### config.mk
export PLATFORM = sky130hd
export DESIGN_NAME = value_intern_table_bst_flat
export DESIGN_NICKNAME = d
export VERILOG_FILES = /design/src/rtl/vitb_pkg.sv /design/src/rtl/vitb_if.sv /design/src/rtl/vitb_seq.sv /design/src/rtl/vitb_dpath.sv /design/src/rtl/value_intern_table_bst.sv /design/src/flat_wrapper.sv
export SDC_FILE = /design/constraint.sdc
export NUM_CORES = 2
export LEC_CHECK = 0
export ABC_CLOCK_PERIOD_IN_PS = 4830
export BUFFER_PORTS_ARGS = -buffer_cell sky130_fd_sc_hd__buf_4
export CAP_MARGIN = 20
export CORE_MARGIN = 4
export CORE_UTILIZATION = 40
export DETAILED_ROUTE_END_ITERATION = 10
export PLACE_DENSITY = 0.52
export SKIP_CTS_REPAIR_TIMING = 1
export SYNTH_ARGS = -nofsm -noshare
export SYNTH_HDL_FRONTEND = slang
export SYNTH_SLANG_ARGS = --single-unit
export TNS_END_PERCENT = 5
### constraint.sdc
create_clock -name clk -period 4.83 [get_ports clk]
set_input_delay 0.2415 -clock clk [delete_from_list [all_inputs] [get_ports clk]]
set_output_delay 0.2415 -clock clk [all_outputs]
set_load 0.02 [all_outputs]
### src/rtl/vitb_pkg.sv
// shared types, constants and the control program of the value intern table
package vitb_pkg;

	localparam int SLOT_COUNT = 32;
	localparam int SLOT_W     = (SLOT_COUNT > 1) ? $clog2(SLOT_COUNT) : 1;
	localparam int FILL_W     = $clog2(SLOT_COUNT + 1);
	localparam int KEY_W      = 32;
	localparam int QUERY_W    = 5;
	localparam int OUT_SLOT_W = 5;
	localparam int STATUS_W   = 2;
	localparam int STEP_W     = 4;

	typedef logic [STEP_W-1:0] step_t;

	// request kinds
	localparam logic REQ_INTERN = 1'b0;
	localparam logic REQ_LOOKUP = 1'b1;

	// result status codes
	localparam logic [STATUS_W-1:0] ST_FOUND   = 2'd0;
	localparam logic [STATUS_W-1:0] ST_NEW     = 2'd1;
	localparam logic [STATUS_W-1:0] ST_FULL    = 2'd2;
	localparam logic [STATUS_W-1:0] ST_UNALLOC = 2'd3;

	typedef enum logic [3:0] {
		C_NEVER     = 4'd0,
		C_ALWAYS    = 4'd1,
		C_NO_ACCEPT = 4'd2,
		C_LOOKUP    = 4'd3,
		C_EMPTY     = 4'd4,
		C_KEY_EQ    = 4'd5,
		C_WALK_MORE = 4'd6,
		C_FULL      = 4'd7,
		C_OUT_BUSY  = 4'd8
	} cond_t;

	typedef enum logic [1:0] {
		A_NONE  = 2'd0,
		A_NODE  = 2'd1,
		A_LINK  = 2'd2,
		A_QUERY = 2'd3
	} addr_sel_t;

	typedef enum logic [2:0] {
		R_NONE   = 3'd0,
		R_FOUND  = 3'd1,
		R_NEW    = 3'd2,
		R_FULL   = 3'd3,
		R_LOOKUP = 3'd4
	} res_sel_t;

	// one control word per program step
	typedef struct packed {
		logic      in_rdy;
		addr_sel_t addr;
		logic      walk;
		logic      wr_new;
		logic      wr_link;
		res_sel_t  res;
		cond_t     cond_a;
		step_t     tgt_a;
		cond_t     cond_b;
		step_t     tgt_b;
	} ucode_t;

	// datapath flags seen by the sequencer
	typedef struct packed {
		logic              accept;
		logic              lookup;
		logic              empty;
		logic              key_eq;
		logic              walk_more;
		logic              full;
		logic              out_busy;
		logic [FILL_W-1:0] fill;
	} stat_t;

	// program step addresses
	localparam step_t P_IDLE  = 4'd0;
	localparam step_t P_DISP  = 4'd1;
	localparam step_t P_RD0   = 4'd2;
	localparam step_t P_WALK  = 4'd3;
	localparam step_t P_CHKF  = 4'd4;
	localparam step_t P_INSA  = 4'd5;
	localparam step_t P_INSB  = 4'd6;
	localparam step_t P_RNEW  = 4'd7;
	localparam step_t P_FOUND = 4'd8;
	localparam step_t P_RFULL = 4'd9;
	localparam step_t P_LKRD  = 4'd10;
	localparam step_t P_LKRES = 4'd11;

	function automatic ucode_t uword(logic rdy, addr_sel_t a, logic wk, logic wn, logic wl,
		res_sel_t r, cond_t ca, step_t ta, cond_t cb, step_t tb);
		ucode_t w;
		w.in_rdy  = rdy;
		w.addr    = a;
		w.walk    = wk;
		w.wr_new  = wn;
		w.wr_link = wl;
		w.res     = r;
		w.cond_a  = ca;
		w.tgt_a   = ta;
		w.cond_b  = cb;
		w.tgt_b   = tb;
		return w;
	endfunction

	// control store
	function automatic ucode_t ucode_rom(step_t s);
		ucode_t w;
		case (s)
			P_IDLE:  w = uword(1'b1, A_NONE, 1'b0, 1'b0, 1'b0, R_NONE,
				C_NO_ACCEPT, P_IDLE, C_NEVER, P_IDLE);
			P_DISP:  w = uword(1'b0, A_NONE, 1'b0, 1'b0, 1'b0, R_NONE,
				C_LOOKUP, P_LKRD, C_EMPTY, P_CHKF);
			P_RD0:   w = uword(1'b0, A_NODE, 1'b0, 1'b0, 1'b0, R_NONE,
				C_NEVER, P_IDLE, C_NEVER, P_IDLE);
			P_WALK:  w = uword(1'b0, A_LINK, 1'b1, 1'b0, 1'b0, R_NONE,
				C_KEY_EQ, P_FOUND, C_WALK_MORE, P_WALK);
			P_CHKF:  w = uword(1'b0, A_NONE, 1'b0, 1'b0, 1'b0, R_NONE,
				C_FULL, P_RFULL, C_NEVER, P_IDLE);
			P_INSA:  w = uword(1'b0, A_NONE, 1'b0, 1'b1, 1'b0, R_NONE,
				C_NEVER, P_IDLE, C_NEVER, P_IDLE);
			P_INSB:  w = uword(1'b0, A_NONE, 1'b0, 1'b0, 1'b1, R_NONE,
				C_NEVER, P_IDLE, C_NEVER, P_IDLE);
			P_RNEW:  w = uword(1'b0, A_NONE, 1'b0, 1'b0, 1'b0, R_NEW,
				C_OUT_BUSY, P_RNEW, C_ALWAYS, P_IDLE);
			P_FOUND: w = uword(1'b0, A_NONE, 1'b0, 1'b0, 1'b0, R_FOUND,
				C_OUT_BUSY, P_FOUND, C_ALWAYS, P_IDLE);
			P_RFULL: w = uword(1'b0, A_NONE, 1'b0, 1'b0, 1'b0, R_FULL,
				C_OUT_BUSY, P_RFULL, C_ALWAYS, P_IDLE);
			P_LKRD:  w = uword(1'b0, A_QUERY, 1'b0, 1'b0, 1'b0, R_NONE,
				C_NEVER, P_IDLE, C_NEVER, P_IDLE);
			P_LKRES: w = uword(1'b0, A_NONE, 1'b0, 1'b0, 1'b0, R_LOOKUP,
				C_OUT_BUSY, P_LKRES, C_ALWAYS, P_IDLE);
			default: w = uword(1'b0, A_NONE, 1'b0, 1'b0, 1'b0, R_NONE,
				C_ALWAYS, P_IDLE, C_NEVER, P_IDLE);
		endcase
		return w;
	endfunction

endpackage

### src/rtl/vitb_if.sv
// request and response channel interfaces of the value intern table

interface vitb_req_if;
	logic                         valid;
	logic                         ready;
	logic                         req_type;
	logic [vitb_pkg::KEY_W-1:0]   key_value;
	logic [vitb_pkg::QUERY_W-1:0] slot_query;

	modport source (output valid, output req_type, output key_value, output slot_query,
		input ready);
	modport sink (input valid, input req_type, input key_value, input slot_query,
		output ready);
endinterface

interface vitb_rsp_if;
	logic                            valid;
	logic                            ready;
	logic [vitb_pkg::OUT_SLOT_W-1:0] slot_number;
	logic [vitb_pkg::KEY_W-1:0]      stored_value;
	logic [vitb_pkg::STATUS_W-1:0]   result_status;

	modport source (output valid, output slot_number, output stored_value,
		output result_status, input ready);
	modport sink (input valid, input slot_number, input stored_value,
		input result_status, output ready);
endinterface

### src/rtl/vitb_seq.sv
// microcode sequencer: step counter, control store and branch logic
module vitb_seq (
	input  logic            clk,
	input  logic            arst_n,
	input  vitb_pkg::stat_t stat,
	output vitb_pkg::ucode_t ctl,
	output vitb_pkg::step_t  step
);
	import vitb_pkg::*;

	step_t step_q;
	step_t step_nxt;

	function automatic logic cond_true(cond_t c, stat_t st);
		logic r;
		case (c)
			C_NEVER:     r = 1'b0;
			C_ALWAYS:    r = 1'b1;
			C_NO_ACCEPT: r = !st.accept;
			C_LOOKUP:    r = st.lookup;
			C_EMPTY:     r = st.empty;
			C_KEY_EQ:    r = st.key_eq;
			C_WALK_MORE: r = st.walk_more;
			C_FULL:      r = st.full;
			C_OUT_BUSY:  r = st.out_busy;
			default:     r = 1'b0;
		endcase
		return r;
	endfunction

	assign ctl  = ucode_rom(step_q);
	assign step = step_q;

	always_comb begin
		if (cond_true(ctl.cond_a, stat)) begin
			step_nxt = ctl.tgt_a;
		end else if (cond_true(ctl.cond_b, stat)) begin
			step_nxt = ctl.tgt_b;
		end else begin
			step_nxt = step_q + 1'b1;
		end
	end

	always_ff @(posedge clk or negedge arst_n) begin
		if (!arst_n) begin
			step_q <= P_IDLE;
		end else begin
			step_q <= step_nxt;
		end
	end

endmodule

### src/rtl/vitb_dpath.sv
// datapath: request latch, tree memories, walk registers, fill count and result register
module vitb_dpath (
	input  logic             clk,
	input  logic             arst_n,
	vitb_req_if.sink         req,
	vitb_rsp_if.source       rsp,
	input  vitb_pkg::ucode_t ctl,
	output vitb_pkg::stat_t  stat
);
	import vitb_pkg::*;

	// tree storage
	logic [KEY_W-1:0]  key_mem   [SLOT_COUNT];
	logic [SLOT_W-1:0] left_mem  [SLOT_COUNT];
	logic [SLOT_W-1:0] right_mem [SLOT_COUNT];

	logic [KEY_W-1:0]   key_q;
	logic               req_type_q;
	logic [QUERY_W-1:0] query_q;
	logic [SLOT_W-1:0]  node_q;
	logic [SLOT_W-1:0]  parent_q;
	logic               dir_left_q;
	logic [FILL_W-1:0]  steps_q;
	logic [FILL_W-1:0]  fill_q;

	logic [KEY_W-1:0]  rd_key_q;
	logic [SLOT_W-1:0] rd_left_q;
	logic [SLOT_W-1:0] rd_right_q;

	logic                  out_valid_q;
	logic [OUT_SLOT_W-1:0] out_slot_q;
	logic [KEY_W-1:0]      out_value_q;
	logic [STATUS_W-1:0]   out_status_q;

	logic              accept;
	logic              go_left;
	logic [SLOT_W-1:0] link;
	logic [SLOT_W-1:0] rd_addr;
	logic [SLOT_W-1:0] fill_slot;
	logic              walk_more;
	logic              key_eq;
	logic              out_busy;
	logic              res_load;
	logic              q_unalloc;
	logic              lr_we;
	logic              rr_we;
	logic [SLOT_W-1:0] lr_addr;
	logic [SLOT_W-1:0] lr_data;

	assign req.ready = ctl.in_rdy;
	assign accept    = req.valid && ctl.in_rdy;

	assign key_eq    = (key_q == rd_key_q);
	assign go_left   = (key_q < rd_key_q);
	assign link      = go_left ? rd_left_q : rd_right_q;
	assign walk_more = (link != '0) && (FILL_W'(link) < FILL_W'(SLOT_COUNT)) &&
		(steps_q < FILL_W'(SLOT_COUNT - 1));
	assign fill_slot = fill_q[SLOT_W-1:0];
	assign q_unalloc = ((FILL_W + QUERY_W)'(query_q) >= (FILL_W + QUERY_W)'(fill_q));

	assign out_busy = out_valid_q && !rsp.ready;
	assign res_load = (ctl.res != R_NONE) && !out_busy;

	assign stat.accept    = accept;
	assign stat.lookup    = (req_type_q == REQ_LOOKUP);
	assign stat.empty     = (fill_q == '0);
	assign stat.key_eq    = key_eq;
	assign stat.walk_more = walk_more;
	assign stat.full      = (fill_q == FILL_W'(SLOT_COUNT));
	assign stat.out_busy  = out_busy;
	assign stat.fill      = fill_q;

	always_comb begin
		case (ctl.addr)
			A_NODE:  rd_addr = node_q;
			A_LINK:  rd_addr = link;
			A_QUERY: rd_addr = SLOT_W'(query_q);
			default: rd_addr = node_q;
		endcase
	end

	// child link writes: fresh entry clears, insert links the parent
	assign lr_addr = ctl.wr_new ? fill_slot : parent_q;
	assign lr_data = ctl.wr_new ? '0 : node_q;
	assign lr_we   = ctl.wr_new || (ctl.wr_link && dir_left_q);
	assign rr_we   = ctl.wr_new || (ctl.wr_link && !dir_left_q);

	always_ff @(posedge clk) begin
		if (ctl.wr_new) begin
			key_mem[fill_slot] <= key_q;
		end
		if (lr_we) begin
			left_mem[lr_addr] <= lr_data;
		end
		if (rr_we) begin
			right_mem[lr_addr] <= lr_data;
		end
		if (ctl.addr != A_NONE) begin
			rd_key_q   <= key_mem[rd_addr];
			rd_left_q  <= left_mem[rd_addr];
			rd_right_q <= right_mem[rd_addr];
		end
	end

	// request latch and walk registers
	always_ff @(posedge clk) begin
		if (accept) begin
			req_type_q <= req.req_type;
			key_q      <= req.key_value;
			query_q    <= req.slot_query;
			node_q     <= '0;
			parent_q   <= '0;
			dir_left_q <= 1'b1;
			steps_q    <= '0;
		end else if (ctl.walk && !key_eq) begin
			parent_q   <= node_q;
			dir_left_q <= go_left;
			node_q     <= link;
			steps_q    <= steps_q + 1'b1;
		end else if (ctl.wr_new) begin
			node_q <= fill_slot;
		end
	end

	always_ff @(posedge clk or negedge arst_n) begin
		if (!arst_n) begin
			fill_q <= '0;
		end else if (ctl.wr_link) begin
			fill_q <= fill_q + 1'b1;
		end
	end

	// result register
	always_ff @(posedge clk or negedge arst_n) begin
		if (!arst_n) begin
			out_valid_q <= 1'b0;
		end else if (res_load) begin
			out_valid_q <= 1'b1;
		end else if (rsp.ready) begin
			out_valid_q <= 1'b0;
		end
	end

	always_ff @(posedge clk) begin
		if (res_load) begin
			case (ctl.res)
				R_FOUND: begin
					out_slot_q   <= OUT_SLOT_W'(node_q);
					out_value_q  <= '0;
					out_status_q <= ST_FOUND;
				end
				R_NEW: begin
					out_slot_q   <= OUT_SLOT_W'(node_q);
					out_value_q  <= '0;
					out_status_q <= ST_NEW;
				end
				R_FULL: begin
					out_slot_q   <= '0;
					out_value_q  <= '0;
					out_status_q <= ST_FULL;
				end
				R_LOOKUP: begin
					out_slot_q   <= '0;
					out_value_q  <= q_unalloc ? '0 : rd_key_q;
					out_status_q <= q_unalloc ? ST_UNALLOC : ST_FOUND;
				end
				default: begin
					out_slot_q   <= '0;
					out_value_q  <= '0;
					out_status_q <= ST_FOUND;
				end
			endcase
		end
	end

	assign rsp.valid         = out_valid_q;
	assign rsp.slot_number   = out_slot_q;
	assign rsp.stored_value  = out_value_q;
	assign rsp.result_status = out_status_q;

endmodule

### src/rtl/value_intern_table_bst.sv
// top level of the value intern table: microcode sequencer driving the tree datapath
// accept to result valid: a lookup reads its slot directly, while an intern request walks
// n tree nodes (n <= 32) before its result is loaded
// requests: one at a time, the next taken the cycle after the result is loaded
// reset: arst_n clears step counter, fill count and result valid; memories stay uncleared
module value_intern_table_bst (
	input  logic       clk,
	input  logic       arst_n,
	vitb_req_if.sink   req,
	vitb_rsp_if.source rsp
);
	import vitb_pkg::*;

	ucode_t ctl;
	stat_t  stat;
	step_t  step;

	// program sequencer: walks the control store, branches on datapath flags
	vitb_seq u_seq (
		.clk    (clk),
		.arst_n (arst_n),
		.stat   (stat),
		.ctl    (ctl),
		.step   (step)
	);

	// datapath: request latch, key and child-link memories, walk state,
	// fill count and the result register that decouples the response side
	vitb_dpath u_dpath (
		.clk    (clk),
		.arst_n (arst_n),
		.req    (req),
		.rsp    (rsp),
		.ctl    (ctl),
		.stat   (stat)
	);

	// a request transaction always moves the program out of idle
	a_accept_leaves_idle: assert property (@(posedge clk) disable iff (!arst_n)
		(req.valid && req.ready) |=> (!req.ready && step == P_DISP))
		else $error("request accepted but sequencer did not dispatch");

	// linking a new slot bumps the fill count by exactly one
	a_link_bumps_fill: assert property (@(posedge clk) disable iff (!arst_n)
		ctl.wr_link |=> (stat.fill == FILL_W'($past(stat.fill) + 1'b1)))
		else $error("fill count not advanced on insert");

	// the table never holds more slots than it has
	a_fill_bound: assert property (@(posedge clk) disable iff (!arst_n)
		stat.fill <= FILL_W'(SLOT_COUNT))
		else $error("fill count beyond table size");

	// an insert is only reached when a slot is free
	a_insert_not_full: assert property (@(posedge clk) disable iff (!arst_n)
		(ctl.wr_new || ctl.wr_link) |-> !stat.full)
		else $error("insert attempted into a full table");

endmodule
### src/flat_wrapper.sv
// flat-port wrapper written by rule: the top's interface ports become plain ports
module value_intern_table_bst_flat import vitb_pkg::*;
  (clk, arst_n, req_valid, req_req_type, req_key_value, req_slot_query, req_ready, rsp_valid, rsp_slot_number, rsp_stored_value, rsp_result_status, rsp_ready);
  vitb_req_if req_i ();
  vitb_rsp_if rsp_i ();
  input  logic clk;
  input  logic arst_n;
  input wire logic [$bits(req_i.valid)-1:0] req_valid;
  input wire logic [$bits(req_i.req_type)-1:0] req_req_type;
  input wire logic [$bits(req_i.key_value)-1:0] req_key_value;
  input wire logic [$bits(req_i.slot_query)-1:0] req_slot_query;
  output wire logic [$bits(req_i.ready)-1:0] req_ready;
  output wire logic [$bits(rsp_i.valid)-1:0] rsp_valid;
  output wire logic [$bits(rsp_i.slot_number)-1:0] rsp_slot_number;
  output wire logic [$bits(rsp_i.stored_value)-1:0] rsp_stored_value;
  output wire logic [$bits(rsp_i.result_status)-1:0] rsp_result_status;
  input wire logic [$bits(rsp_i.ready)-1:0] rsp_ready;
  assign req_i.valid = req_valid;
  assign req_i.req_type = req_req_type;
  assign req_i.key_value = req_key_value;
  assign req_i.slot_query = req_slot_query;
  assign req_ready = req_i.ready;
  assign rsp_valid = rsp_i.valid;
  assign rsp_slot_number = rsp_i.slot_number;
  assign rsp_stored_value = rsp_i.stored_value;
  assign rsp_result_status = rsp_i.result_status;
  assign rsp_i.ready = rsp_ready;
  value_intern_table_bst u_core (.clk(clk), .arst_n(arst_n), .req(req_i), .rsp(rsp_i));
endmodule
Word-level counts from Yosys, hierarchy flattened
Memories as Yosys holds them, arrays and structs flattened. A register that Yosys moved wholly into a read port is not among the register bits.
Index checks and enable logic that the tools add are counted.
{"block": "totals", "elab_cells": 91, "input_bits": 42, "mem_bits_rw": 1344, "mem_count": 4, "reg_bits": 105, "rom_bits": 368}
{"block": "classes", "bitwise": 1, "reduce_logical": 22, "order_cmp": 3, "n_eq_ne": 24, "mux": 21, "n_addsub": 3}
{"memory": "u_core.u_dpath.key_mem", "depth": 32, "word_bits": 32, "rd": 1, "rd_ports_with_merged_regs": 1, "wr": 1, "line": "vitb_dpath.sv:13", "source": "logic [KEY_W-1:0] key_mem [SLOT_COUNT];"}
{"memory": "(no name shown)", "depth": 16, "word_bits": 23, "rd": 1, "rd_ports_with_merged_regs": 0, "wr": 0, "line": "vitb_pkg.sv:111", "source": "case (s)"}
{"memory": "u_core.u_dpath.left_mem", "depth": 32, "word_bits": 5, "rd": 1, "rd_ports_with_merged_regs": 1, "wr": 1, "line": "vitb_dpath.sv:14", "source": "logic [SLOT_W-1:0] left_mem [SLOT_COUNT];"}
{"memory": "u_core.u_dpath.right_mem", "depth": 32, "word_bits": 5, "rd": 1, "rd_ports_with_merged_regs": 1, "wr": 1, "line": "vitb_dpath.sv:15", "source": "logic [SLOT_W-1:0] right_mem [SLOT_COUNT];"}
{"cell": "32-bit == test", "count": 1}
{"cell": "4-bit by 3-bit == test with 1-bit output, second input constant", "count": 8}
{"cell": "32-bit < comparator", "count": 1}
{"cell": "5-bit two-way mux", "count": 5}
{"cell": "4-bit by 2-bit == test with 1-bit output, second input constant", "count": 4}
{"cell": "1-bit one-hot mux with 8 select lines", "count": 2}
{"cell": "6-bit by 1-bit adder with 6-bit output, second input constant", "count": 2}
{"cell": "5-bit one-hot mux with 2 select lines", "count": 1}
{"cell": "1-bit two-way mux", "count": 9}
{"cell": "4-bit by 1-bit == test with 1-bit output, second input constant", "count": 2}
{"cell": "4-bit == test, second input constant", "count": 2}
{"cell": "4-bit two-way mux", "count": 2}
{"cell": "1-bit logical AND", "count": 7}
{"cell": "3-bit by 2-bit == test with 1-bit output, second input constant", "count": 2}
{"cell": "6-bit == test, second input constant", "count": 1}
{"cell": "5-bit by 6-bit >= comparator with 1-bit output", "count": 1}
{"cell": "6-bit zero test", "count": 1}
{"cell": "6-bit by 5-bit < comparator with 1-bit output, second input constant", "count": 1}
{"cell": "2-bit one-hot mux with 3 select lines", "count": 1}
{"cell": "2-bit nonzero test", "count": 3}
{"cell": "1-bit zero test", "count": 5}
{"cell": "5-bit nonzero test", "count": 1}
{"cell": "4-bit by 1-bit adder with 4-bit output, second input constant", "count": 1}
{"cell": "2-bit == test, second input constant", "count": 2}
{"cell": "other kinds (7)", "count": 9}

Logic depth before layout (Yosys ltp)
{"block": "logic_depth", "depth_word": 8, "depth_mapped": 18, "ltp_nobuf": 13}

Hierarchy
Synthesis repeated with hierarchy kept, for this count alone.
{"block": "hier_totals", "hier_cells": 3830, "hier_area_um2": 60410.4}
{"mod": "vitb_dpath", "area_each_um2": 59610.9, "cells_per_inst": 3736, "n_inst": 1, "seq_area_each_um2": 44447.6}
{"mod": "vitb_seq", "area_each_um2": 799.5, "cells_per_inst": 94, "n_inst": 1, "seq_area_each_um2": 100.1}

Worst setup path before layout
No wires, ideal clock.
{"block": "synth_timing", "kind": "register -> register", "start": "reg u_core.u_dpath.key_q[15]", "end": "reg u_core.u_dpath.rd_key_q[0] (read register of u_core.u_dpath.key_mem), data pin", "t_arrival_ns": 3.579, "t_required_ns": 4.574, "setup_time_ns": 0.256, "stages_incl_launch_ff": 16, "slack_ns": 0.995, "path_buffers": 4, "cell_sequence": "edfxtp_1 ha_1 nand4_2 nor4_4 a21boi_2 o31ai_2 and3_1 buf_6 mux2i_2 o21a_2 buf_6 buf_6 nor3_2 clkbuf_1 a21oi_1 o211a_1"}
{"block": "synth_via", "elab_chain_cells": 3}
{"element": "start: declaration", "line": "vitb_dpath.sv:17", "source": "logic [KEY_W-1:0] key_q;"}
{"element": "start signal: assignment", "line": "vitb_dpath.sv:109", "source": "key_q <= req.key_value;"}
{"element": "32-bit < comparator", "line": "vitb_dpath.sv:54", "source": "assign go_left = (key_q < rd_key_q);"}
{"element": "5-bit two-way mux", "line": "vitb_dpath.sv:55", "source": "assign link = go_left ? rd_left_q : rd_right_q;"}
{"element": "5-bit one-hot mux with 2 select lines", "line": "vitb_dpath.sv:74", "source": "case (ctl.addr)"}
{"element": "end: declaration", "line": "vitb_dpath.sv:26", "source": "logic [KEY_W-1:0] rd_key_q;"}
No other way between the ends.
A chain may end at the register's enable or synchronous reset.

Worst setup path in the final report
{"block": "layout_timing", "start": "reg u_core.u_dpath.rd_key_q[31] (read register of u_core.u_dpath.key_mem)", "end": "reg u_core.u_dpath.rd_right_q[3] (read register of u_core.u_dpath.right_mem), data pin"}
{"block": "layout_via", "elab_chain_cells": 3}
{"element": "32-bit < comparator", "line": "vitb_dpath.sv:54"}
{"element": "5-bit two-way mux", "line": "vitb_dpath.sv:55"}
{"element": "5-bit one-hot mux with 2 select lines", "line": "vitb_dpath.sv:74"}
{"element": "end: declaration", "line": "vitb_dpath.sv:28", "source": "logic [SLOT_W-1:0] rd_right_q;"}
No other way between the ends.

==> flow_metrics.py <==
metrics = {
    "sta": {
        "timing.fmax_ghz": 0.218,
        "slew_headroom": 0.175,
        "fin_crit_ns": 4.60,
        "finClkSkew_ns": 0.0560,
        "hold_viol": 0,
        "rsz0062_at_grt": "false",
        "worstMarginPinSlew_ns": 1.23,
        "setup_tns_ns": 0,
        "maxSlewViolCount": 0,
        "finalWorstSetupSlack_ns": 0.234,
        "timing.final.crit_share": 0.952,
        "final-setup-viol-count": 0,
    },
    "clock_network": {
        "cts_buffer_depth": 3,
        "clk_pin_slew_ns": 0.06,
        "numCtsBuffers": 161,
        "clkLatencyLatePin_ns": 0.79,
        "cts.sinks": 1491,
        "root_buffer": "clkbuf_16",
        "h-tree-depth": 4,
        "cts_tree": "yes",
    },
    "finish": {
        "nets": 4540,
        "area_growth_syn_to_layout_pct": 19.6,
        "drive_above_1_share": 0.183,
        "final_cells": 6575,
        "fillers": 12837,
    },
    "synth": {
        "syn_inst": 4022,
        "synth_fp_nets": 4113,
        "ys_top_cells_by_area": "edfxtp_1 73%, mux2i_1 4.9%, nand2_1 4.2%, a21oi_1 2.4%, a22o_1 1.2%",
        "ys_ff_latch": 1491,
        "synthTopCellsByCount": "1463 x edfxtp_1, 678 x nand2_1, 293 x mux2i_1",
        "synth_area_mm2": 0.0601,
        "synth_top_area_share": 0.731,
        "synth_flop_cell": "edfxtp_1",
        "avgSynthCellArea_um2": 14.9,
        "async_flop_share": 0.00738,
        "yosysSeqAreaShare": 0.741,
        "yosysWarnings": 0,
        "synth_edf_count": 1463,
        "synth.distinct_cells": 68,
        "yosys.area.top_type": "edfxtp_1",
        "yosysMostFrequentCell": "edfxtp_1",
    },
    "worst_setup_path": {
        "end_kind": "register",
        "arrival_ns": 5.11,
        "cp-start-kind": "register",
        "critical_path_required_ns": 5.34,
        "path_class": "register to register",
        "worst-path-max-fanout": 15,
    },
    "floorplan": {
        "fp.dieH_um": 396,
        "die_x_um": 396,
        "io_pins": 83,
        "start_util": 0.404,
        "dieArea_mm2": 0.156,
        "rows": 141,
        "core_region_area_mm2": 0.149,
    },
    "pwr": {
        "p_total_w": 0.0467,
        "power.switching_w": 0.0167,
        "pwr-share-clk": 0.243,
        "ir_worst_vdd_mv": 0.601,
        "p_int_w": 0.0299,
        "p_per_area_mw_per_mm2": 649,
        "p_comb_frac": 0.419,
        "p_sw_frac": 0.359,
        "p_leak_nw": 25.1,
        "seqPwrFrac": 0.338,
    },
    "grt": {
        "grtUsageTotal": 0.220,
        "grt_max_degree": 65,
        "grt_pass1_wl_um": 251000,
        "antenna_found_initial": 8,
        "grt_pass1_vias": 35392,
        "overflow": 0,
    },
    "run": {
        "drv_cap": 0,
    },
    "routing": {
        "wirelength_um": 174000,
        "wl_per_cell_um": 26.5,
        "vias": 36324,
        "post-route-drc-count": 0,
        "ant_nets": 0,
        "drt-pass1-iter-count": 5,
        "vias_per_cell": 5.52,
        "drt_first_iter_violations": 3324,
    },
    "placed_design": {
        "portBuffers": 82,
        "dp_cells": 6245,
        "dpl_worst_slack_ns": -0.0285,
        "routabilityCongestion": 0.812,
        "dp_hpwl_um": 105000,
    },
    "run_status": {
        "status": "finished clean",
    },
    "min_path": {
        "hold_class": "input pin to register",
    },
}
==> path summary, 6_finish.rpt <==
path / start / end / slack (ns) / depth (start not counted)
min in group asynchronous: arst_n / u_core.u_seq.step[3] / 0.54 / 3
max in group asynchronous: arst_n / u_core.u_seq.step[2] / 3.93 / 3
max: u_core.u_dpath.rd_key_q[31] / u_core.u_dpath.rd_right_q[3] / 0.23 / 15
min reg2reg: u_core.u_dpath.parent_q[1] / u_core.u_dpath.parent_q[1] / 0.47 / 2
min: req_valid / u_core.u_dpath.req_type_q / 0.04 / 2
max reg2reg: u_core.u_dpath.rd_key_q[31] / u_core.u_dpath.rd_right_q[3] / 0.23 / 15
==> cells in the final DEF (no fill, tap or decap), types with 8 or more instances in the layout <==
| cell | instances |
|---|---|
| a2111oi_2 | 39 |
| a211oi_1 | 49 |
| a21oi_1 | 289 |
| a221o_1 | 42 |
| a22o_1 | 84 |
| a31oi_1 | 45 |
| and3_1 | 86 |
| buf_12 | 99 |
| buf_4 | 371 |
| clkbuf_1 | 44 |
| clkbuf_16 | 164 |
| clkinv_1 | 39 |
| clkinv_2 | 22 |
| dfrtp_1 | 11 |
| dfxtp_1 | 17 |
| dlygate4sd3_1 | 41 |
| edfxtp_1 | 1463 |
| ha_1 | 49 |
| inv_1 | 47 |
| mux2_2 | 43 |
| mux2i_1 | 293 |
| nand2_1 | 677 |
| nand2b_1 | 10 |
| nand3_1 | 100 |
| nand4_1 | 13 |
| nor2_1 | 93 |
| nor2_4 | 33 |
| nor2b_1 | 8 |
| nor4_1 | 69 |
| nor4_2 | 9 |
| o211a_1 | 41 |
| o21ai_0 | 15 |
| o22ai_1 | 47 |
==> registers in the layout (all words and copies together) (netlist names), 2 cells and up <==
| name | count |
|---|---|
| u_core.u_dpath.node_q | 5 |
| u_core.u_dpath.left_mem | 160 |
| u_core.u_dpath.rd_right_q | 5 |
| u_core.u_seq.step | 4 |
| u_core.u_dpath.right_mem | 160 |
| u_core.u_dpath.steps_q | 6 |
| u_core.u_dpath.rd_key_q | 32 |
| u_core.u_dpath.rsp.stored_value | 32 |
| u_core.u_dpath.fill_q | 6 |
| u_core.u_dpath.rd_left_q | 5 |
| u_core.u_dpath.rsp.result_status | 2 |
| u_core.u_dpath.key_mem | 1024 |
| u_core.u_dpath.rsp.slot_number | 5 |
| u_core.u_dpath.query_q | 5 |
| u_core.u_dpath.parent_q | 5 |
| u_core.u_dpath.key_q | 32 |
==> kinds of logic after synthesis <==
logic type / synth area share
AO/OA/AOI/OAI: 0.0831
AND/OR/NAND/NOR: 0.0836
XOR/XNOR: 0.00160
multiplexers: 0.0573
flip-flops: 0.741
buffers and inverters: 0.0226
adder cells (fa/ha/maj): 0.0102
==> metal layers <==
layer	up-vias	global-route usage	wire length (µm)
li1	16311	-	-
met1	18559	0.321	79000
met5	-	0	32
met4	4	0.0520	3340
met3	208	0.0401	12300
met2	1242	0.342	79400
==> cell type report <==
| type | instances | area (µm²) | area share |
|---|---|---|---|
| Tap cell | 2002 | 2500 | 0.0348 |
| Timing Repair Buffer | 514 | 5190 | 0.0722 |
| Antenna cell | 1 | 2.50 | 0.0000348 |
| Multi-Input combinational cell | 2233 | 14600 | 0.203 |
| Inverter | 48 | 180 | 0.00251 |
| Clock buffer | 208 | 4270 | 0.0594 |
| Clock inverter | 78 | 562 | 0.00782 |
| Sequential cell | 1491 | 44500 | 0.620 |
==> power by group through the flow <==
| stage | clock, W | sequential [W] | combinational, W |
|---|---|---|---|
| floorplan | 0 | 0.0162 | 0.0109 |
| detailed placement | 0 | 0.0161 | 0.0195 |
| CTS | 0.0116 | 0.0158 | 0.0196 |
| global placement | 0 | 0.0160 | 0.0195 |
| global route | 0.0121 | 0.0158 | 0.0210 |
| finish | 0.0113 | 0.0158 | 0.0195 |
==> per-stage QoR <==
stage | util | instance area, µm² | hold slack (ns)
2_1_floorplan | - | 60100 | -0.0541
3_3_place_gp | 0.448 | 66600 | 0.0904
3_5_place_dp | 0.448 | 66600 | 0.0910
4_1_cts | 0.481 | 71400 | -0.788
5_1_grt | 0.484 | 71900 | 0.0178
6_report | 0.484 | 71900 | 0.0353
==> worst max-delay path, stage by stage (launching register included) <==
cell	delay, ns
edfxtp_1	0.37
inv_1	0.16
ha_1	0.35
nand4_1	0.26
nor4_2	0.49
buf_4	0.22
o31ai_4	0.13
buf_4	0.20
a31o_1	0.27
a31oi_4	0.29
buf_12	0.24
buf_12	0.17
a21oi_1	0.05
a22o_1	0.31
a221o_1	0.38
nor4_1	0.41
Power figures use the tool's default switching activity.
